==> src/bmhq_pkg.sv <==
// Package for the binary min-heap queue: command and status codes,
// controller/datapath command and status structs. No dependencies.
package bmhq_pkg;

  localparam logic [1:0] CMD_INSERT  = 2'd0;
  localparam logic [1:0] CMD_DELETE  = 2'd1;
  localparam logic [1:0] CMD_PEEK    = 2'd2;
  localparam logic [1:0] CMD_REBUILD = 2'd3;

  localparam logic [1:0] ST_OK    = 2'd0;
  localparam logic [1:0] ST_EMPTY = 2'd1;
  localparam logic [1:0] ST_FULL  = 2'd2;

  // datapath operations issued by the controller
  typedef enum logic [3:0] {
    OP_NONE    = 4'd0,
    OP_LOAD    = 4'd1,  // capture input item, set up sift
    OP_RD      = 4'd2,  // issue memory reads for current step
    OP_EVAL    = 4'd3,  // compare read data, move or finish
    OP_WRITE   = 4'd4,  // write held entry at final position
    OP_NEXT    = 4'd5,  // rebuild: take next start index, read its slot
    OP_RDROOT  = 4'd6,  // read root slot and last slot
    OP_SETROOT = 4'd7,  // capture root output; on delete, start sift down
    OP_FETCH   = 4'd8   // rebuild: hold the entry read at the start index
  } op_t;

  typedef struct packed {
    op_t        op;
    logic [1:0] cmd;
  } dp_cmd_t;

  typedef struct packed {
    logic full;
    logic empty;
    logic done;      // sift finished after OP_EVAL
    logic rb_done;   // rebuild has no more start indices
  } dp_stat_t;

endpackage

==> src/bmhq_ctrl.sv <==
// Controller state machine of the binary min-heap queue.
// Depends on bmhq_pkg.
module bmhq_ctrl (
  input  logic               clk,
  input  logic               rst,
  input  logic               in_valid,
  output logic               in_ready,
  input  logic [1:0]         command,
  output logic               out_valid,
  input  logic               out_ready,
  output bmhq_pkg::dp_cmd_t  dcmd,
  input  bmhq_pkg::dp_stat_t dstat
);

  typedef enum logic [8:0] {
    S_IDLE  = 9'b000000001,
    S_RD    = 9'b000000010,
    S_EVAL  = 9'b000000100,
    S_WRITE = 9'b000001000,
    S_ROOT  = 9'b000010000,
    S_SET   = 9'b000100000,
    S_OUT   = 9'b001000000,
    S_NEXT  = 9'b010000000,
    S_FETCH = 9'b100000000
  } state_t;

  state_t     state, state_next;
  logic [1:0] cmd, cmd_next;

  assign in_ready  = (state == S_IDLE);
  assign out_valid = (state == S_OUT);

  always_comb begin
    state_next = state;
    cmd_next   = cmd;
    dcmd.op    = bmhq_pkg::OP_NONE;
    dcmd.cmd   = cmd;
    case (state)
      S_IDLE: begin
        if (in_valid) begin
          cmd_next = command;
          dcmd.cmd = command;
          dcmd.op  = bmhq_pkg::OP_LOAD;
          case (command)
            bmhq_pkg::CMD_INSERT:
              state_next = dstat.full ? S_OUT : S_RD;
            bmhq_pkg::CMD_REBUILD:
              state_next = S_NEXT;
            default:
              state_next = dstat.empty ? S_OUT : S_ROOT;
          endcase
        end
      end
      S_NEXT: begin
        if (dstat.rb_done) begin
          state_next = S_OUT;
        end else begin
          dcmd.op    = bmhq_pkg::OP_NEXT;
          state_next = S_FETCH;
        end
      end
      S_FETCH: begin
        dcmd.op    = bmhq_pkg::OP_FETCH;
        state_next = S_RD;
      end
      S_ROOT: begin
        dcmd.op    = bmhq_pkg::OP_RDROOT;
        state_next = S_SET;
      end
      S_SET: begin
        dcmd.op    = bmhq_pkg::OP_SETROOT;
        state_next = (cmd == bmhq_pkg::CMD_PEEK) ? S_OUT : S_RD;
      end
      S_RD: begin
        dcmd.op    = bmhq_pkg::OP_RD;
        state_next = S_EVAL;
      end
      S_EVAL: begin
        dcmd.op    = bmhq_pkg::OP_EVAL;
        state_next = dstat.done ? S_WRITE : S_RD;
      end
      S_WRITE: begin
        dcmd.op = bmhq_pkg::OP_WRITE;
        if (cmd == bmhq_pkg::CMD_REBUILD) begin
          state_next = S_NEXT;
        end else begin
          state_next = S_OUT;
        end
      end
      S_OUT: begin
        if (out_ready) begin
          state_next = S_IDLE;
        end
      end
      default: state_next = S_IDLE;
    endcase
  end

  always_ff @(posedge clk) begin
    if (rst) begin
      state <= S_IDLE;
      cmd   <= bmhq_pkg::CMD_INSERT;
    end else begin
      state <= state_next;
      cmd   <= cmd_next;
    end
  end

endmodule

==> config.mk <==
export PLATFORM = sky130hd
export DESIGN_NAME = bmhq_ctrl
export DESIGN_NICKNAME = d
export VERILOG_FILES = /design/src/bmhq_pkg.sv /design/src/bmhq_ctrl.sv
export SDC_FILE = /design/constraint.sdc
export NUM_CORES = 1
export LEC_CHECK = 0
export ABC_AREA = 1
export BUFFER_PORTS_ARGS = -buffer_cell sky130_fd_sc_hd__buf_4
export CAP_MARGIN = 20
export CORE_AREA = 2 2 44 46
export DETAILED_ROUTE_END_ITERATION = 7
export DIE_AREA = 0 0 46 48
export GPL_TIMING_DRIVEN = 0
export HOLD_SLACK_MARGIN = 0.1
export PLACE_DENSITY = 0.76
export RECOVER_POWER = 50
export SLEW_MARGIN = 10
export SYNTH_ARGS = -nofsm -noshare
export SYNTH_HDL_FRONTEND = slang
export SYNTH_SLANG_ARGS = --single-unit
export TNS_END_PERCENT = 50
==> constraint.sdc <==
create_clock -name clk -period 1.5 [get_ports clk]
set_input_delay 0 -clock clk [delete_from_list [all_inputs] [get_ports clk]]
set_output_delay 0 -clock clk [all_outputs]
set_load 0.01 [all_outputs]
# After elaboration in Yosys (flattened, before gate mapping)
# Cells that the tools add are included.
# Widths: inputs -> output; s select.
[totals]
register_bits = 11
inputBits = 10
out_inout_bits = 8
word_cells = 33
[classes]
n_eq_ne = 14
mux = 14
n_reduce_logical = 3
[op_table]
columns = ["cell", "n"]
rows = [
  ["$pmux 9 s9", 1],
  ["$pmux 4 s8", 1],
  ["$mux 9", 3],
  ["$mux 7", 3],
  ["$pmux 8 s2", 1],
  ["$eq 9x1->1 const B", 1],
  ["$eq 9x2->1 const B", 1],
  ["$eq 9x3->1 const B", 1],
  ["$eq 9x4->1 const B", 1],
  ["$eq 9x5->1 const B", 1],
  ["$eq 9x6->1 const B", 1],
  ["$eq 9x7->1 const B", 1],
  ["$eq 9x8->1 const B", 1],
  ["$eq 9x9->1 const B", 1],
  ["$mux 8", 1],
  ["$eq 2x2->1 const B", 3],
  ["$mux 3", 2],
  ["$mux 4", 1],
  ["$reduce_and 2->1", 2],
  ["$logic_not 2->1", 1],
  ["$mux 2", 1],
  ["$ne 2x1->1 const B", 1],
  ["$ne 2x2->1 const B", 1],
]

# Longest topological paths before layout
# Gate-level depths: netlist of run 1.
[logic_depth]
depth_word = 4
ltp_mapped = 9
mapped_depth_nobuf = 9

# Least setup slack after synthesis of run 1
# Ideal clock, no wire load.
[synth_timing]
kind = "register to register"
from = "register state[0]"
to = "register state[2]"
setup_time_ps = 111
arrival_time_ps = 1133
required_time_ps = 1389
path_slack_ps = 256
path_stages_with_launch = 9
path_buffers = 0
period_less_slack_ps = 1244
cell_sequence = "dfxtp_1 > nor2_4 > nand2_2 > nor3_2 > nand2_1 > o21ai_0 > inv_1 > nand3b_1 > inv_1"
[synth_between]
elab_chain_len = 3
elab_cells_between_ends = 13
classes_between = "eq/ne: 11; mux: 1; reduce/logical: 1"
[synth_rtl]
columns = ["element", "line", "text"]
rows = [
  ["from (decl)", "bmhq_ctrl.sv:27", "state_t state, state_next;"],
  ["from (signal assigned)", "bmhq_ctrl.sv:104", "state <= state_next;"],
  ["$eq 9x7->1 *", "n/a", ""],
  ["net out_valid", "bmhq_ctrl.sv:9", "output logic out_valid,"],
  ["$ne 2x1->1 (no source line)", "n/a", ""],
  ["$reduce_and 2->1 (no source line)", "n/a", ""],
]
# The timed path passes the listed nets; every way through them passes the cells marked *.
# A chain may end at the register's enable or synchronous reset.

==> results.py, run 1 <==
metrics = {
    "clocking": {
        "insertion_delay_ns": 0.28,
        "cts_tree": "built",
        "cts_root_buf": "clkbuf_4",
        "cts.sinks": 11,
        "htree_levels": 1,
        "clk_pin_slew_ns": 0.08,
        "cts_buffer_depth": 2,
        "cts_buffers": 3,
    },
    "place": {
        "dp_slack_ns": 0.1827,
        "dp.cells": 168,
        "io_buffers": 16,
        "dp_hpwl_um": 1631,
        "gp_congestion": 0.9084,
    },
    "timing": {
        "clock.fmax_mhz": 662.4,
        "slew_viol_final": 0,
        "post-route-min-period_ns": 1.510,
        "fin_skew_ns": 0.005693,
        "worstMarginPinSlew_ns": 0.4864,
        "slew_headroom_pct": 67.57,
        "worst_slack_ns": -0.009758,
        "tns_ns": -0.01928,
        "setup_viol_count_final": 2,
        "grt_setup_unrepaired": "true",
        "hold_viol_final": 0,
        "finalCritPeriodShare_pct": 100.7,
    },
    "critical_path": {
        "endpoint_kind": "primary output",
        "cp.required_ns": 1.50,
        "crit_type": "reg2out",
        "crit_slowest_cell": "dfxtp_4",
        "max_stage_delay_ns": 0.36,
        "cpLargestDelayFamily": "simple AND/OR/NAND/NOR gates",
        "startpoint_type": "flop",
        "cp_cell_sequence": "nor2_4, nand2_4, nor2_4, nand2_4, nor2_8, nor2_2, a21oi_1, buf_4",
        "cp.arrival_ns": 1.51,
        "worstPathMaxFanout": 7,
        "critPathBufInv": 1,
    },
    "routing": {
        "via_per_inst": 5.468,
        "routedWlPerCell_um": 12.95,
        "vias": 1028,
        "drtPass1Iterations": 4,
        "detail-route-antenna-nets": 0,
        "drt_iter0_drc": 47,
        "detail_route.drc_violations": 0,
        "wl_um": 2434,
    },
    "synth": {
        "synth_area_sq_um": 855.8,
        "synth.yosys.seq_area_share_pct": 25.73,
        "synth_nets": 147,
        "synthTopCellsByArea": "dfxtp_1 26%, nand3_1 11%, inv_1 11%",
        "ys_types": 24,
        "synth_top_area_share_pct": 25.73,
        "ys_warn_count": 0,
        "synth_top_area_cell": "dfxtp_1",
        "ys_ff_latch": 11,
        "postSynthCellCount": 135,
        "syn_avg_cell_area_sq_um": 6.339,
    },
    "floorplan": {
        "core-area_sq_um": 1689,
        "io_pins": 18,
        "start_util_pct": 50.67,
        "core.rowCount": 15,
        "die-area_sq_um": 2208,
        "fp.dieH_um": 48,
        "die_x_um": 46,
    },
    "power": {
        "powerDensity_nw_per_um2": 828.6,
        "p_leak_nw": 0.6397,
        "p_int_mw": 0.6298,
        "p_comb_share_pct": 46.9,
        "switchingPower_mw": 0.3987,
        "finalPower_mw": 1.028,
        "p_seq_share_pct": 32.4,
        "pwr-share-clk_pct": 20.7,
        "netSwitchingFraction_pct": 38.77,
        "ir_drop_mv": 0.5000,
    },
    "layout": {
        "fill_cells": 124,
        "nets": 184,
        "num_antenna_cells": 0,
        "area_growth_pct": 45.03,
        "final_common_cell": "buf_4",
        "drive_above_1_share_pct": 42.11,
        "layout.cells.most_common_list": "25 x buf_4, 22 x inv_1, 20 x nand2_1",
        "stdcell_count": 188,
    },
    "global_route": {
        "grt_pass1_wl_um": 3622,
        "grt_max_degree": 10,
        "grt_use_total_pct": 23.35,
        "grt_pass1_vias": 900,
        "overflow": 0,
        "grt_antenna_before_repair": 0,
    },
    "min_path": {
        "min_path_type": "in2reg",
    },
    "outcome": {
        "status": "finished with violations",
        "violations": "setup timing",
    },
    "flow_run": {
        "max-cap-violations": 0,
    },
}
cells in the mapped netlist:
master     n
inv_1     24
nand2_1   24
nand3_1   19
nor2_1    17
dfxtp_1   11
nor2_2     6
a21oi_1    4
inv_2      4
nand2_2    3
nor2_4     3
o21ai_1    3
a211oi_2   2
ha_1       2
nand3b_1   2
o21ai_0    2
a211oi_1   1
and3_1     1
buf_1      1
clkinv_1   1
nand2_4    1
nor2_8     1
nor3_2     1
nor4_1     1
nor4_2     1
flip-flops by register name (all words and copies together), names as in the netlist:
register,count
cmd,2
state,9
repair_timing:
item / CTS / global route
setup endpoints to repair: 3 / 8
setup buffers: 7 / 3
pin swaps: 6 / 9
gates cloned: 0 / 0
hold endpoints to repair: 6 / 0
gates resized for setup: 8 / 24
hold buffers: 6 / 0
logic make-up after synthesis:
logic type      share of synthesized area, %
flops                                  25.73
buf+inv                                13.16
fa+ha+maj                              2.924
compound gates                         9.064
simple gates                           49.12
layer usage:
layer / share of wire [%] / up-vias / track usage [%] / wire [um]
met1: 37 / 462 / 26.52 / 891
met4: 3.8 / 0 / 10.86 / 93
li1: - / 494 / - / -
met3: 7.7 / 15 / 4.151 / 188
met5: 0 / - / 0 / 0
met2: 52 / 57 / 42.22 / 1261
path summary, 6_finish.rpt:
| kind | cells after the start | end | start | slack (ns) |
|---|---|---|---|---|
| setup / recovery | 8 | dcmd[0] | state[5] | -0.01 |
| hold / removal | 5 | state[2] | in_valid | 0.11 |
| setup reg to reg | 9 | state[6] | state[5] | 0.10 |
| hold reg to reg | 2 | state[7] | cmd[0] | 0.56 |
final cells by class:
type / instances / area [sq um] / area share [%]
well taps: 17 / 21.27 / 1.714
clock buffers: 4 / 26.28 / 2.117
repair buffers: 32 / 259.0 / 20.87
flip-flops and latches: 11 / 230.2 / 18.55
inverters: 29 / 111.4 / 8.972
plain buffers: 1 / 3.754 / 0.3024
multi-input cells: 94 / 589.3 / 47.48
stage by stage:
| stage | area, sq um | utilization (%) | hold WS (ns) |
|---|---|---|---|
| 6_report | 1241 | 73.48 | 0.1133 |
| 5_1_grt | 1241 | 73.48 | 0.1396 |
| 4_1_cts | 1150 | 68.07 | 0.1089 |
| 3_5_place_dp | 997.2 | 59.04 | 0.1828 |
| 3_3_place_gp | 997.2 | 59.04 | 0.1773 |
| 2_1_floorplan | 855.8 | - | 0.07110 |
worst reg2reg max path, stage by stage (launching register included):
cell     delay, ns
dfxtp_4       0.36
nor2_4        0.14
nand2_4       0.08
buf_4         0.14
nor2_2        0.13
nand3_1       0.12
nand2_2       0.12
inv_2         0.05
o21ai_1       0.07
a21oi_1       0.08
power groups by stage:
stage | Sequential, mW | Combinational, mW | Clock, mW
4_1_cts | 0.335 | 0.406 | 0.210
3_3_place_gp | 0.337 | 0.347 | 0
3_5_place_dp | 0.339 | 0.354 | 0
6_report | 0.333 | 0.482 | 0.213
5_1_grt | 0.336 | 0.519 | 0.227
2_1_floorplan | 0.336 | 0.252 | 0
No activity file was read; power rests on OpenSTA's default activity.
==> run 2, diff against run 1 <==
ABC_AREA = unset   (was 1)
CORE_AREA = 2 2 43 45   (was 2 2 44 46)
DIE_AREA = 0 0 45 47   (was 0 0 46 48)
PLACE_DENSITY = 0.74   (was 0.76)
==> run 2 against run 1 <==
  * Power fell by 13%
  * Global-route usage rose by 1.1 points
  * Synthesized cell count shrank 32%
  * Via count decreased by 18%
  * Sequential power barely moved
  * Highest routed layer unchanged
  * Die area shrank 4.2%
  * Critical path type unchanged
  * The flow still finishes with violations (setup timing)
  * Core utilization is 3.3 points lower
  * Critical path depth shrank 3
  * Wire length fell by 8.7%
==> results.py, run 2 <==
metrics = {
    "power": {
        "pwr-share-clk_pct": 22.5,
        "netSwitchingFraction_pct": 33.70,
        "powerDensity_nw_per_um2": 773.9,
        "p_int_mw": 0.5951,
        "p_leak_nw": 0.4856,
        "p_seq_share_pct": 37.4,
        "switchingPower_mw": 0.3025,
        "p_comb_share_pct": 40.1,
        "ir_drop_mv": 0.4738,
    },
    "flow_run": {
        "max-cap-violations": 0,
    },
    "routing": {
        "routedWlPerCell_um": 15.65,
        "detail_route.drc_violations": 0,
        "wl_um": 2223,
        "vias": 838,
        "via_per_inst": 5.901,
        "detail-route-antenna-nets": 0,
        "drtPass1Iterations": 4,
        "drt_iter0_drc": 20,
    },
    "synth": {
        "synth_flop_cell": "dfxtp_1",
        "synth_commonest_cells": "11 x dfxtp_1, 9 x nor2_1, 8 x nand2_1, 5 x inv_1, 5 x nor2b_1",
        "synth_nets": 104,
        "synth_edf_count": 0,
        "postSynthCellCount": 92,
        "ys_ff_latch": 11,
        "synth.yosys.seq_area_share_pct": 27.89,
        "ys_warn_count": 0,
        "synth_top_area_cell": "dfxtp_1",
        "synthTopCellsByArea": "dfxtp_1 28%, nor2_1 4.3%, nor2b_1 4.0%",
        "synthArstFlopShare_pct": 0,
        "yosysMostFrequentCell": "dfxtp_1",
        "synth_top_area_share_pct": 27.89,
        "ys_types": 44,
        "syn_avg_cell_area_sq_um": 8.582,
        "synth_area_sq_um": 789.5,
    },
    "timing": {
        "slew_headroom_pct": 75.80,
        "slew_viol_final": 0,
        "worst_slack_ns": -0.2322,
        "finalCritPeriodShare_pct": 115.5,
        "tns_ns": -2.370,
        "setup_viol_count_final": 15,
        "holdWs_ns": 0.1117,
        "grt_setup_unrepaired": "true",
        "clock.fmax_mhz": 577.3,
        "worstMarginPinSlew_ns": 0.3593,
        "post-route-min-period_ns": 1.732,
        "fin_skew_ns": 0.001323,
        "hold_viol_final": 0,
    },
    "clocking": {
        "htree_levels": 1,
        "cts_tree": "built",
        "cts_buffers": 3,
        "cts_buffer_depth": 2,
        "clk_pin_slew_ns": 0.07,
        "insertion_delay_ns": 0.27,
        "cts_root_buf": "clkbuf_4",
        "cts.sinks": 11,
    },
    "layout": {
        "num_antenna_cells": 0,
        "largest_register_ffs": 9,
        "nets": 138,
        "final_common_cell": "buf_4",
        "layout.cells.most_common_list": "23 x buf_4, 7 x nand2_1, 6 x nor2_1",
        "top_regs": "state: 9 flops, cmd: 2 flops",
        "finalInstanceArea_sq_um": 1160,
        "register_area_sq_um": 239.0,
        "area_growth_pct": 46.91,
        "regMostFlops": "state",
        "fill_cells": 129,
        "multi_input_area_sq_um": 594.3,
        "drive_above_1_share_pct": 45.60,
    },
    "floorplan": {
        "die_x_um": 45,
        "die-area_sq_um": 2115,
        "core.rowCount": 15,
        "core-area_sq_um": 1652,
        "fp.dieH_um": 47,
        "io_pins": 18,
        "start_util_pct": 47.80,
    },
    "critical_path": {
        "startpoint_type": "flop",
        "cp.arrival_ns": 1.73,
        "cp.required_ns": 1.50,
        "crit_type": "reg2out",
        "endpoint_kind": "primary output",
        "worstPathMaxFanout": 3,
    },
    "global_route": {
        "grt_antenna_before_repair": 0,
        "grt_max_degree": 9,
        "grt_use_total_pct": 24.46,
        "use_met3_pct": 4.231,
        "use_met2_pct": 40.86,
        "grtUsageMet1_pct": 29.27,
        "overflow": 0,
        "grt_pass1_wl_um": 3608,
        "grt_most_used_layer": "met2",
        "grt_pass1_vias": 817,
    },
    "place": {
        "post_dp_cell_area_sq_um": 959.7,
        "dp_slack_ns": -0.1918,
        "dp_hpwl_um": 1407,
        "io_buffers": 17,
        "gp_congestion": 0.8415,
    },
    "min_path": {
        "min_path_type": "in2reg",
    },
    "outcome": {
        "status": "finished with violations",
        "violations": "setup timing",
    },
}
run 2: cell count changes after synthesis, moves of 4 or more:
cell	before	now
nand2_1	24	8
inv_2	4	0
nor2b_1	0	5
nor2_1	17	9
nor2_2	6	0
nand3_1	19	3
inv_1	24	5
run 2: cell families after synthesis:
family,count (synthesis),synth area share [%]
mux,2,2.852
flops,11,27.89
fa+ha+maj,2,3.169
compound gates,16,16.80
buf+inv,8,4.279
simple gates,51,42.79
xor+xnor,2,2.219
run 2: stage by stage:
| stage | power (mW) | utilization, % | instances |
|---|---|---|---|
| 2_1_floorplan | 0.5364 | - | 92 |
| 3_3_place_gp | 0.6288 | 58.11 | 126 |
| 3_5_place_dp | 0.6330 | 58.11 | 126 |
| 4_1_cts | 0.8872 | 70.30 | 143 |
| 5_1_grt | 0.9486 | 70.23 | 142 |
| 6_report | 0.8976 | 70.23 | 142 |
run 2: per-layer routing:
layer	wire [um]	part of all wire (%)	vias up
li1	-	-	409
met1	960	43	382
met2	1083	49	34
met4	83	3.7	0
met5	0	0	-
met3	96	4.3	13
run 2: worst paths after layout:
check                                 from  endpoint  slack [ns]  depth (start not counted)
worst max-delay path              state[3]   dcmd[2]       -0.23                          5
worst min-delay path            command[0]    cmd[0]        0.11                          3
worst max register to register    state[3]  state[6]       -0.23                          5
worst min register to register    state[2]  state[2]        0.60                          2
run 2: worst max-delay path, stage by stage, from the launching register on:
cell     delay, ns
dfxtp_4       0.35
or4_4         0.59
nor4_4        0.19
nand3_2       0.13
nand4_1       0.09
buf_4         0.12
run 2: area by class of cell:
cell class,instances,area share [%]
flip-flops and latches,11,20.60
inverters,5,1.618
well taps,17,1.834
clock buffers,4,2.265
multi-input cells,73,51.24
plain buffers,1,0.6473
repair buffers,31,21.79
run 2: timing repair:
action,4_1_cts,5_1_grt
setup buffers,9,0
hold buffers,5,0
hold endpoints to repair,7,0
pin swaps,6,5
gates resized for setup,20,4
endpoints found under the setup margin,15,15
run 2: power by group through the flow:
| stage | Combinational [mW] | Sequential [mW] | Clock, mW |
|---|---|---|---|
| after detailed placement | 0.291 | 0.342 | 0 |
| after global routing | 0.389 | 0.339 | 0.221 |
| after CTS | 0.349 | 0.331 | 0.207 |
| final | 0.360 | 0.336 | 0.202 |
| after floorplan | 0.202 | 0.334 | 0 |
| after global placement | 0.287 | 0.341 | 0 |
